[config.mk]
export PLATFORM = sky130hd
export DESIGN_NAME = mvsm_ram
export DESIGN_NICKNAME = d
export VERILOG_FILES = /design/src/hdl/mvsm_ram.sv
export SDC_FILE = /design/constraint.sdc
export NUM_CORES = 2
export LEC_CHECK = 0
export ABC_AREA = 0
export BUFFER_PORTS_ARGS = -buffer_cell sky130_fd_sc_hd__buf_2
export CELL_PAD_IN_SITES_DETAIL_PLACEMENT = 2
export CELL_PAD_IN_SITES_GLOBAL_PLACEMENT = 2
export CORE_MARGIN = 5
export CORE_UTILIZATION = 45
export DETAILED_ROUTE_END_ITERATION = 16
export MAX_ROUTING_LAYER = met4
export PLACE_DENSITY = 0.72
export SETUP_SLACK_MARGIN = 0.1
export SLEW_MARGIN = 20
export SYNTH_ARGS = -nofsm -noshare
export SYNTH_HDL_FRONTEND = slang
export SYNTH_SLANG_ARGS = --single-unit
[constraint.sdc]
create_clock -name clk -period 4.85 [get_ports clk]
set_clock_uncertainty 0.1 [all_clocks]
set_input_delay 0.97 -clock clk [delete_from_list [all_inputs] [get_ports clk]]
set_output_delay 0.97 -clock clk [all_outputs]
set_load 0.01 [all_outputs]
[src/hdl/mvsm_ram.sv]
// Generic simple dual-port RAM, one write port and one registered read port.
// No dependencies.
`default_nettype none

module mvsm_ram #(
  parameter int W = 8,
  parameter int D = 256
) (
  input  wire logic                           clk,
  input  wire logic                           we,
  input  wire logic [((D > 1) ? $clog2(D) : 1)-1:0] waddr,
  input  wire logic [W-1:0]                   wdata,
  input  wire logic [((D > 1) ? $clog2(D) : 1)-1:0] raddr,
  output      logic [W-1:0]                   rdata
);

  logic [W-1:0] mem [D];

  always_ff @(posedge clk) begin
    if (we) begin
      mem[waddr] <= wdata;
    end
    rdata <= mem[raddr];
  end

endmodule

`default_nettype wire

== Yosys cells after proc, flatten, opt, wreduce, memory -nomap -nowiden ==
Memories as Yosys holds them, arrays and structs flattened. A register that Yosys moved wholly into a read port is not among the register bits.
Index checks and enable logic that the tools add are counted.

* $lt $le $gt $ge: 0
* Reductions and logical operators: 0
* Add/subtract/negate cells: 0
* Shift operators: 0
* Equal/unequal tests: 0
* Multipliers: 0
* Div/mod/pow operators: 0
* Mux-type cells: 2
* Bitwise logic cells: 0

{| class="wikitable"
|+ Operators by type and width
! operator !! number
|-
| $mux W1 || 2
|}

* Output and inout bits: 8
* Input port bits: 26
* ROM bits: 0
* Memories: 1
* Word-level logic and storage cells: 3
* Bits in registers: 0
* RAM bits: 2048
* Bits in latches: 0

{| class="wikitable"
|+ Memories
! name !! words !! bits a word !! rd ports !! clocked after Yosys merged registers in !! write ports !! RTL line !! text
|-
| mem || 256 || 8 || 1 || 1 || 1 || 17 || <nowiki>logic [W-1:0] mem [D];</nowiki>
|}

== Longest topological paths before layout ==
* Word-level depth: 2
* Mapped depth: 11

== Worst setup path after synthesis ==
OpenSTA, ideal clock, no wires.

* Path type: input -> register
* Start point: input port raddr[0] (netlist name)
* End point: register rdata[2], read port of mem
* Stages on the path: 9
* Slack: 1842 ps
* Data required time: 4619 ps
* Arrival: 2777 ps
* Cell sequence: buf_6 > buf_12 > buf_8 > buf_2 > mux4_2 > a22oi_1 > a21oi_1 > nor4_1 > nor4_2

{| class="wikitable"
|+ RTL lines
! item !! RTL line !! text
|-
| start, declared || 13 || <nowiki>input wire logic [((D > 1) ? $clog2(D) : 1)-1:0] raddr,</nowiki>
|-
| end, declared || 14 || <nowiki>output logic [W-1:0] rdata</nowiki>
|}

==> run_results.csv <==
group,metric,value,unit
run_status,status,"finished, final reports clean",
route,antenna_left,0,
logic_synthesis,synthCells,3733,
timing,finalSetupViolCount,0,
floorplanning,coreArea,176000,um^2
power,p_per_area,419,nW/um^2
global_routing,grtUsageTotal,29.2,%
logic_synthesis,synthXorXnorAreaFrac,0,%
worst_setup_path,arrival,4770,ps
timing,fin_crit,4130,ps
global_routing,grt_max_degree,155,
timing,final_hold_viol_count,0,
logic_synthesis,synth_nets,3759,
worst_setup_path,startpoint_type,"input port",
power,p_switching,8590,uW
min_path,hp-class,"input port to flop",
logic_synthesis,synth_mux_area_share,14.6,%
cts,cts_tree,"yes",
route,drt_wl_total,263000,um
route,dr_total_vias,42000,
logic_synthesis,synth_area_per_cell,21.3,um^2
logic_synthesis,synth_top_cell_by_area,"edfxtp_1",
floorplanning,start_util,45.2,%
timing,finalSetupTns,0,ps
cts,cts_resized,0,
logic_synthesis,yosysSeqAreaShare,77.5,%
timing,timing.final.crit_share,85.2,%
logic_synthesis,synth-simple-area-share,2.63,%
global_routing,grt_first_pass_wirelength,372000,um
power,ir_drop,0.000409,V
worst_setup_path,crit_fanout,58,
finish,nNetsFinal,3974,
power,p_int,29100,uW
placement,port_buffers,33,
cts,root_buffer,"clkbuf_16",
global_routing,overflow,0,
route,drt_iter0_drc,5734,
floorplanning,io_pins,34,
route,via_per_inst,6.48,
global_routing,antenna_found_initial,17,
worst_setup_path,critPathRequiredTime,5490,ps
cts,cts.htree.levels,4,
timing,slew_headroom,16.1,%
route,post_drt_wl_per_cell,40.7,um
route,drcViolationCount,0,
route,drt_pass1_iterations,6,
logic_synthesis,synth_top_family_by_area,"multiplexers",
floorplanning,die_area,185000,um^2
logic_synthesis,synthTopCellsByCount,"edfxtp_1 (2048), mux4_2 (454), nor2_1 (282)",
power,leakagePower,0.0278,uW
global_routing,grt_pass1_vias,45000,
power,combPwrFrac,5.2,%
power,p_clk_share,42.7,%
floorplanning,die_w,430,um
placement,place_inst,6075,
logic_synthesis,yosys_warnings,0,
worst_setup_path,path_class,"input port to flop",
logic_synthesis,syn_area,79600,um^2
timing,fmax,242,MHz
cts,ctsHoldBuffers,0,
logic_synthesis,synthAdderAreaFrac,0,%
placement,hpwl,160000,um
cts,cts_setup_buffers,0,
run,max-cap-violations,0,
logic_synthesis,synth_edf_count,2048,
finish,layout-drive-gt1-share,24.2,%
placement,gp_congestion,0.818,
timing,rsz0062_at_grt,"no",
cts,cts_made_buffers,210,
cts,clk_path_buf_depth,3,
cts,insertion_delay,860,ps
cts,clock_sinks,2056,
worst_setup_path,crit_path_end_kind,"flop",
floorplanning,fp.dieH,430,um
logic_synthesis,synth_compound_area_share,3.42,%
power,swShare,22.8,%
logic_synthesis,synth.most_common_cell,"edfxtp_1",
logic_synthesis,synthFlopType,"edfxtp_1",
cts,clk_pin_slew,60,ps
logic_synthesis,synth_area_leaders,"edfxtp_1 (77%), mux4_2 (13%), mux2i_1 (1.7%)",
logic_synthesis,ys_ff_latch,2056,
finish,instances_no_fill,6475,
floorplanning,rows,154,
finish,area_growth,13.0,%
logic_synthesis,async_reset_ff_share,0,%
logic_synthesis,synth.distinct_cells,55,
timing,maxSlewViolCount,0,
power,power_frac_seq,52.1,%
logic_synthesis,yosysTopAreaCellShare,77.3,%
timing,tightest_slew,1250,ps
final cells by class:
class	instances	area, um^2
Fill cell	15000	86000
Sequential cell	2056	61700
Multi-Input combinational cell	1442	16500
Clock buffer	270	5580
Tap cell	2340	2930
Timing Repair Buffer	236	2210
Clock inverter	122	1010
Antenna cell	7	17.5
Inverter	2	7.51
path summary, 6_finish.rpt:
kind / endpoint / depth (start not counted) / slack [ps] / start
max: rdata[6]$_DFF_P_ / 10 / 720 / raddr[0]
min reg2reg: rdata[6]$_DFF_P_ / 5 / 1110 / mem[230][6]$_DFFE_PP_
min: mem[166][3]$_DFFE_PP_ / 1 / 430 / wdata[3]
max reg2reg: rdata[3]$_DFF_P_ / 6 / 1490 / mem[193][3]$_DFFE_PP_
power groups by stage:
stage	Clock, uW	Sequential [uW]	Combinational (uW)
after floorplan	0	20000	951
after global placement	0	20000	1830
after detailed placement	0	20000	1930
after CTS	16300	19600	1960
after global routing	17200	19600	2020
final	16100	19600	1970
through the flow:
stage	util [%]	instance area (um^2)	power, uW	setup slack (ps)	hold slack, ps
after floorplan	-	79600	20900	1840	670
after global placement	47.3	83300	21800	79.5	1040
after detailed placement	47.3	83300	21900	64.4	1070
after CTS	51.1	89800	37900	932	469
after global routing	51.1	89900	38800	831	387
final	51.1	89900	37700	718	431
sequential cells by signal, summed over array words and instances, names as in the netlist:
register and cells:
mem 2048, rdata 8
worst max-delay path, stage by stage:
cell and delay (ps):
buf_8 230, buf_12 290, buf_12 400, mux4_2 560, mux2_2 330, a211oi_1 600, a21oi_1 130, a22oi_1 810
buf_4 240, nor4_2 40
logic make-up (layout without fill, tap and decap cells):
kind of cell           after synthesis  in the layout
and+or+nand+nor                    466            466
AOI/OAI and AO/OA                  385            385
muxes                              591            591
DFF                               2056           2056
buffers and inverters              235            630
other                                0              7
per-layer routing:
| layer | track usage, % | vias up | wire length, um |
|---|---|---|---|
| met5 | - | - | 0 |
| met4 | 9.51 | 0 | 10200 |
| met3 | 4.53 | 550 | 19300 |
| met2 | 48.6 | 2411 | 135000 |
| met1 | 37.2 | 22800 | 99000 |
| li1 | - | 16200 | - |
cell usage in the layout, fill, tap and decap left out, types with 13 or more instances in the layout:
cell type / count
clkinv_1: 56
edfxtp_1: 2048
a221oi_1: 13
mux4_2: 454
clkbuf_1: 55
mux2i_1: 134
nor2_1: 272
nor3_1: 20
buf_2: 21
a21oi_1: 96
buf_4: 172
a211oi_1: 16
clkinv_2: 35
a22oi_1: 133
nand3_1: 34
bufinv_16: 14
nand2_1: 33
buf_12: 32
o221ai_1: 46
nor4_1: 23
nor2b_1: 28
o22ai_1: 28
clkbuf_16: 214
(Power assumes the default switching activity.)
