### config.mk
export PLATFORM = sky130hd
export DESIGN_NAME = mvsm_gain
export DESIGN_NICKNAME = d
export VERILOG_FILES = /design/src/hdl/mvsm_pkg.sv /design/src/hdl/mvsm_gain.sv
export SDC_FILE = /design/constraint.sdc
export NUM_CORES = 1
export LEC_CHECK = 0
export BUFFER_PORTS_ARGS = -buffer_cell sky130_fd_sc_hd__clkbuf_2
export CAP_MARGIN = 20
export CORE_ASPECT_RATIO = 1.1
export CORE_UTILIZATION = 49
export DETAILED_ROUTE_END_ITERATION = 6
export GPL_TIMING_DRIVEN = 0
export PLACE_DENSITY = 0.69
export SLEW_MARGIN = 10
export SYNTH_ARGS = -nofsm -noshare
export SYNTH_HDL_FRONTEND = slang
export SYNTH_SLANG_ARGS = --single-unit
### constraint.sdc
create_clock -name clk -period 4.55 [get_ports clk]
set_input_delay 0.2275 -clock clk [delete_from_list [all_inputs] [get_ports clk]]
set_output_delay 0.2275 -clock clk [all_outputs]
set_load 0.03 [all_outputs]
### src/hdl/mvsm_pkg.sv
// Shared types and constants for the multi-voice sample mixer.
// No dependencies.
`default_nettype none

package mvsm_pkg;

  typedef enum logic [1:0] {
    OP_TICK = 2'd0,
    OP_PLAY = 2'd1,
    OP_LOAD = 2'd2
  } op_t;

  typedef enum logic [2:0] {
    ST_IDLE,
    ST_PSCAN,
    ST_PWRITE,
    ST_TICK,
    ST_TOUT
  } st_t;

  typedef struct packed {
    logic [16:0] pos;
    logic [16:0] vend;
    logic [15:0] frac;
    logic [17:0] step;
    logic [6:0]  lgain;
    logic [6:0]  rgain;
    logic [7:0]  tag;
    logic [31:0] stamp;
  } voice_t;

  localparam int          MIX_W       = 17;
  localparam logic [22:0] GAIN_RECIP  = 23'd4227331; // ceil(2^29 / 127)
  localparam int          GAIN_SHIFT  = 21;
  localparam logic [6:0]  PAN_DEFAULT = 7'd50;
  localparam logic [7:0]  VOL_DEFAULT = 8'd8;
  localparam logic [16:0] LEN_MAX     = 17'd65536;

endpackage

`default_nettype wire

### src/hdl/mvsm_gain.sv
// Two-stage gain unit: g*(b-128)*256/127, truncated toward zero.
// Depends on mvsm_pkg.
`default_nettype none

module mvsm_gain import mvsm_pkg::*; (
  input  wire logic                    clk,
  input  wire logic [6:0]              g,
  input  wire logic [7:0]              b,
  output      logic signed [MIX_W-1:0] q
);

  logic        neg;
  logic [7:0]  mag;
  logic [14:0] y;
  logic        n1;
  logic [37:0] p;
  logic        n2;
  logic [MIX_W-1:0] m;

  always_comb begin
    neg = (b < 8'd128);
    mag = neg ? 8'(9'd128 - {1'b0, b}) : 8'(b - 8'd128);
  end

  always_ff @(posedge clk) begin
    y  <= g * mag;
    n1 <= neg;
    p  <= y * GAIN_RECIP;
    n2 <= n1;
  end

  always_comb begin
    m = MIX_W'(p >> GAIN_SHIFT);
    q = n2 ? -signed'(m) : signed'(m);
  end

endmodule

`default_nettype wire

**Word-level counts from Yosys, hierarchy flattened**

Index checks and enable logic that the tools add are counted.

- Flip-flop bits (word level): 55
- Input bits: 16
- Output and inout port bits: 17
- Word-level logic and storage cells: 12

- Add/subtract/negate cells: 3
- $mul: 2
- $lt $le $gt $ge: 1
- Multiplexer cells: 2

Operators by type and width:

| kind | number |
|---|---|
| 15-bit by 23-bit multiplier with 38-bit output (second input constant) | 1 |
| 17-bit 2-to-1 mux | 1 |
| 17-bit negator | 1 |
| 7-bit by 8-bit multiplier with 15-bit output | 1 |
| 8-bit less-than comparator (second input constant) | 1 |
| 8-bit 2-to-1 mux | 1 |
| 8-bit subtractor (first input constant) | 1 |
| 8-bit subtractor (second input constant) | 1 |

**Longest topological paths before layout**

Gate-level depths: netlist of the first run.

- Word-level depth: 3
- Gate-level depth with buffers: 21
- Depth with buffers taken out: 21

**Least setup slack after synthesis of the first run**

Ideal clock, no wire load.

- Path type: input -> register
- Start point: input port b[0]
- End point: register y[13]
- Library setup time: 72 ps
- Arrival time: 4,627 ps
- Data required time: 4,478 ps
- Slack: -149 ps
- Cell stages on the path: 20
- Buffers on the path: 0
- Path through: inv_1 > ha_1 > a31oi_1 > xor2_1 > nand2_1 > fa_1 > inv_1 > fa_1 > fa_1 > inv_1 > fa_1 > inv_1 > ha_1 > o21ai_0 > nand2b_1 > and3_1 > a221oi_1 > o21bai_1 > a21oi_1 > xnor2_1

- Longest elaborated chain between the ends: 3
- Elaborated cells between the ends (all ways): 5
- Classes of those cells: 2 x add/sub; 1 x mul; 1 x order compare; 1 x mux

Ends and longest elaborated chain:

| item | RTL line | text |
|---|---|---|
| start, declared | mvsm_gain.sv:8 | `input wire logic [7:0] b,` |
| 8-bit subtractor or 8-bit less-than comparator (tied branches) | mvsm_gain.sv:22, mvsm_gain.sv:21 |  |
| 8-bit 2-to-1 mux * | mvsm_gain.sv:22 | `mag = neg ? 8'(9'd128 - {1'b0, b}) : 8'(b - 8'd128);` |
| 7-bit by 8-bit multiplier with 15-bit output * | mvsm_gain.sv:26 | `y <= g * mag;` |
| end signal, assigned | mvsm_gain.sv:26 |  |
| end, declared | mvsm_gain.sv:14 | `logic [14:0] y;` |

Mark *: on every way between the ends. The rest lies on a longest branch, timed or not.

**Final worst setup path of the first run**

- Start point: input port b[2]
- End point: register y[13]

Same word-level chain as after synthesis.

==> reports/results.ini, run 1 <==
[synth]
synth_mux_area_share_pct=0.181
synthCells=622
synthAdderAreaFrac_pct=47.0
synth_flop_cell=dfxtp_1
synth_edf_count=0
synth-async-reset-ratio_pct=0
synth_top_family_by_area=adder cells
ys_seq_elements=34
syn_nets=821
synthXorXnorAreaFrac_pct=7.29
synth_compound_area_share_pct=11.6
netlist_area_sq_um=5530
synth.avg_cell_area_sq_um=8.89
synth.lib_cells_used.distinct=49
synth_warnings=0
ys_seq_area_share_pct=12.3
yosys.area_share.simple_pct=15.3

[timing]
whs_ns=0.296
slew_violations=0
fin_crit_sh_pct=99.1
final.min_clock_period_ns=4.51
finalHoldViolations=0
finClkSkew_ns=0.00533
tightestPinTransition_ns=0.708
finalSetupViolCount=0
max-slew-margin-rel_pct=51.6
setup_slack_ns=0.0427
rsz0062_at_grt=true
fmax_mhz=222

[worst_setup_path]
r2r_slack_ns=0.19
cp-end-kind=flip-flop
crit_path_max_fanout=4
r2r_cells=16
worstSetupStartpointType=input port
critPathRequiredTime_ns=4.71
r2r_start=y[13]
setup.worst_path.class=in2reg
r2r-end=p[36]
crit_arrival_ns=4.67

[drt]
wl_microns=12200
ant_nets=0
vias_per_cell=5.46
vias=4512
drtIter0Drc=183
drc_errors=0
dr.pass1.iters=5
wl_per_cell_microns=14.7

[place]
dp_hpwl_microns=9650
gp_congestion=0.939
placed_area_sq_um=5900
dp_slack_ns=-0.743
portBuffers=31

[global_route]
track_usage_pct=21.3
grt.overflow.total=0
grt_pass1_wl_microns=19700
grt_pass1_vias=4403
grt_start_max_net_pins=13
antenna_found_initial=0

[final_layout]
drive_above_1_share_pct=15.8
syn_to_final_growth_pct=17.6
nNetsFinal=877
final_cell_mix=ha_1, inv_1, nand2_1
stdcell_area_sq_um=6500
multiInputGateArea_sq_um=4770
diodes=0
regArea_sq_um=682
final_common_cell=ha_1
nFillCells=932

[floorplanning]
core.rowCount=40
core_area_sq_um=11000
die_x_microns=103
die-area_sq_um=11700
ioPinCount=33
floorplan.initialDensity_pct=50.4
die_h_microns=113

[worst_hold_path]
hold_class=in2reg
min_from=g[0]
hold_path_depth=2
worstHoldEndpoint=y[0]

[clocking]
postCtsHoldBufs=0
clk-insertion-delay-late_ns=0.28
numCtsBuffers=5
cts_tree=built
clk_pin_slew_ns=0.05
cts_root_buf=clkbuf_16
cts_buffer_depth=2
h-tree-depth=2
cts.sinks=34

[job]
max-cap-violations=0

[status]
outcome=completed

-- flip-flops by register name (all words and copies together), names as in the netlist --
| signal | cells |
|---|---|
| n1 | 1 |
| n2 | 1 |
| p | 17 |
| y | 15 |
-- metal layers --
metal	vias up	GRT usage, %	share of wire [%]
li1	2239	-	-
met1	2157	27.5	44
met2	95	38.1	51
met3	21	2.39	3.4
met4	0	4.32	2.0
met5	-	0	0
-- synth_stat cells, types with 2 or more instances --
master | number | area share [%]
o21ai_1 | 2 | 0.18
o21ai_0 | 21 | 1.9
fa_1 | 41 | 15
o2111ai_1 | 2 | 0.32
nor3_1 | 11 | 1.0
nand2_1 | 53 | 3.6
nand3_1 | 8 | 0.72
o31ai_1 | 4 | 0.54
a31oi_1 | 5 | 0.57
xnor2_1 | 34 | 5.4
nor4_1 | 2 | 0.23
o41ai_1 | 2 | 0.32
nor2_1 | 24 | 1.6
a221o_1 | 2 | 0.36
or3_1 | 5 | 0.57
xor2_1 | 12 | 1.9
and3_1 | 5 | 0.57
dfxtp_1 | 34 | 12
nand4_1 | 4 | 0.45
a21oi_1 | 34 | 3.1
clkbuf_1 | 3 | 0.20
a211oi_1 | 5 | 0.68
o31ai_4 | 2 | 0.77
o211ai_1 | 4 | 0.54
nor2b_1 | 19 | 2.1
o21bai_1 | 3 | 0.41
inv_1 | 87 | 5.9
a21o_1 | 3 | 0.41
o21a_1 | 3 | 0.41
and2_1 | 21 | 2.4
nand2b_1 | 7 | 0.79
ha_1 | 142 | 32
or3b_2 | 2 | 0.32
-- worst max-delay path, stage by stage --
cell      delay, ns
buf_8          0.10
nor3_4         0.23
buf_4          0.16
nor2_2         0.04
xnor2_2        0.16
buf_4          0.15
buf_4          0.14
nor2b_1        0.15
fa_1           0.45
ha_1           0.32
inv_1          0.07
fa_1           0.51
fa_1           0.54
inv_1          0.04
ha_1           0.37
nand2_1        0.14
o211ai_1       0.18
a221oi_4       0.33
o21bai_1       0.11
a21oi_1        0.17
xnor2_1        0.08
-- per-stage QoR --
stage / util [%] / std cells / TNS [ns]
detailed placement: 53.9 / 800 / -3.67
global placement: 53.9 / 800 / -2.81
global route: 59.3 / 826 / -0.277
floorplan: - / 622 / 0
finish: 59.3 / 826 / 0
CTS: 57.4 / 818 / -0.0344
-- cell families after synthesis --
group,count (synthesis)
xor gates and xnor gates,46
DFF,34
muxes,1
buffers and inverters,92
adders and majority gates,183
AOI/OAI and AO/OA,99
and+or+nand+nor,167
-- final cells by class --
type,instances,area share (%)
Clock buffer,5,1.92
Timing Repair Buffer,49,4.89
Sequential cell,34,10.5
Tap cell,147,2.83
Buffer,5,0.366
Clock inverter,3,1.06
Multi-Input combinational cell,496,73.4
Inverter,87,5.02
-- worst max-delay path by stage --
stage               start     to  slack (ns)
finish               b[2]  y[13]        0.04
global route         b[2]  y[13]       -0.19
CTS                  b[1]  y[13]       -0.03
detailed placement   b[0]  y[13]       -0.74
global placement     b[0]  y[13]       -0.66
floorplan            b[0]  y[13]        0.01
-- what timing repair did --
item | 4_1_cts | 5_1_grt
gates resized for setup | 20 | 40
endpoints found under the setup margin | 12 | 15
pin swaps | 14 | 27
buffers inserted | 10 | 8
hold endpoints to repair | 0 | 0
Power of run 1 is left out: the tool's default activity adds up to more than one toggle a clock period on the data nets, which glitch-free logic cannot reach.
==> run 2: changes to the inputs <==
--- a/config.mk
+++ b/config.mk
@@ -12,6 +12,7 @@
 export DETAILED_ROUTE_END_ITERATION = 6
 export GPL_TIMING_DRIVEN = 0
 export PLACE_DENSITY = 0.69
+export RECOVER_POWER = 50
 export SLEW_MARGIN = 10
 export SYNTH_ARGS = -nofsm -noshare
 export SYNTH_HDL_FRONTEND = slang
==> run 2 against run 1 <==
Against the previous run: sequential share of layout area unchanged; first-iteration DRC count unchanged; non-clock buffer count unchanged; die area unchanged; flip-flop and latch count unchanged; critical path depth unchanged.
==> reports/results.ini, run 2 (synthesis gave the netlist of run 1 again) <==
[clocking]
numCtsBuffers=5
cts_root_buf=clkbuf_16
clk-insertion-delay-late_ns=0.28
cts_buffer_depth=2
h-tree-depth=2
cts_tree=built
cts.sinks=34
clk_pin_slew_ns=0.05

[worst_hold_path]
worstHoldEndpoint=y[0]
min_from=g[0]
hold_class=in2reg
hold_path_depth=2

[status]
outcome=completed

[place]
gp_congestion=0.939
dp_hpwl_microns=9650
dp_cells=800
portBuffers=31

[drt]
wl_per_cell_microns=14.7
vias=4513
vias_per_cell=5.46
ant_nets=0
drtIter0Drc=183
wl_microns=12200
dr.pass1.iters=5
drc_errors=0

[timing]
finalSetupViolCount=0
fmax_mhz=222
fin_crit_sh_pct=99.1
final.min_clock_period_ns=4.51
finClkSkew_ns=0.00533
finalHoldViolations=0
max-slew-margin-rel_pct=51.6
slew_violations=0
tightestPinTransition_ns=0.708
rsz0062_at_grt=true

[final_layout]
regArea_sq_um=682
multiInputGateArea_sq_um=4770
nFillCells=932
drive_above_1_share_pct=15.8
nNetsFinal=877
final_cell_mix=ha_1, inv_1, nand2_1
largest_registers=p (17), y (15)
syn_to_final_growth_pct=17.6
largest_reg_flops=17
top_register=p
layout.cells.non_filler=826
diodes=0
final_common_cell=ha_1

[worst_setup_path]
crit_arrival_ns=4.67
worstSetupStartpointType=input port
critPathRequiredTime_ns=4.71
r2r_cells=16
cp_slowest_stage_delay_ns=0.54
cp-end-kind=flip-flop
r2r-end=p[36]
setup.worst_path.class=in2reg
crit_path_max_fanout=4
cp_slowest_cell=fa_1
r2r_start=y[13]
r2r_slack_ns=0.19
crit_chain=buf_8, nor3_4, buf_4, nor2_2, xnor2_2, buf_4, buf_4, nor2b_1, fa_1, ha_1, inv_1, fa_1, fa_1, inv_1, ha_1, nand2_1, o211ai_1, a221oi_4, o21bai_1, a21oi_1, xnor2_1

[floorplanning]
core.rowCount=40
die-area_sq_um=11700
die_h_microns=113
ioPinCount=33
die_x_microns=103
floorplan.initialDensity_pct=50.4
core_area_sq_um=11000

[job]
max-cap-violations=0

[global_route]
track_usage_pct=21.3
antenna_found_initial=0
grt_pass1_vias=4403
grt.overflow.total=0
grt_start_max_net_pins=13
grt_pass1_wl_microns=19700

[run 2: repair_timing]
action                                 in CTS  in global routing
setup endpoints to repair                  12                 15
setup buffers                              10                  8
endpoints found under the hold margin       0                  0
resized for setup                          20                 40
pin swaps                                  14                 27
hold buffers                                0                  0
[run 2: metrics by stage]
stage               TNS [ns]  utilization [%]  hold WS [ns]  worst slack [ns]  cell area (sq um)
detailed placement     -3.67             53.9         0.313            -0.743               5900
floorplan                  0                -         0.310           0.00953               5570
finish                     0             59.3         0.303            0.0427               6500
global placement       -2.81             53.9         0.314            -0.663               5900
global route          -0.277             59.3         0.317            -0.190               6500
CTS                  -0.0344             57.4         0.260           -0.0344               6290
[run 2: worst max path at each step]
stage	startpoint	end	slack, ns	cells after the start
global route	b[2]	y[13]	-0.19	21
CTS	b[1]	y[13]	-0.03	21
global placement	b[0]	y[13]	-0.66	21
finish	b[2]	y[13]	0.04	21
detailed placement	b[0]	y[13]	-0.74	21
floorplan	b[0]	y[13]	0.01	20
[run 2: final cells by class]
class | count | share of cell area, %
timing repair buffer | 49 | 4.89
inverter | 87 | 5.02
tap | 147 | 2.83
buffer | 5 | 0.366
sequential | 34 | 10.5
clock inverter | 3 | 1.06
clock buffer | 5 | 1.92
multi-input combinational | 496 | 73.4
[run 2: metal layers]
| layer | up-vias | track usage, % | part of all wire [%] |
|---|---|---|---|
| met5 | - | 0 | 0 |
| met4 | 0 | 4.32 | 2.0 |
| li1 | 2240 | - | - |
| met3 | 21 | 2.39 | 3.4 |
| met2 | 95 | 38.1 | 51 |
| met1 | 2157 | 27.5 | 44 |
[run 2: worst max-delay path: cells and delay by family]
kind | cells | cell delay [ns]
adder cells (fa/ha/maj) | 5 | 2.19
XOR/XNOR | 2 | 0.24
AO/OA/AOI/OAI | 4 | 0.79
AND/OR/NAND/NOR | 4 | 0.56
buffers and inverters | 6 | 0.66
Power of run 2 is left out for the same reason.
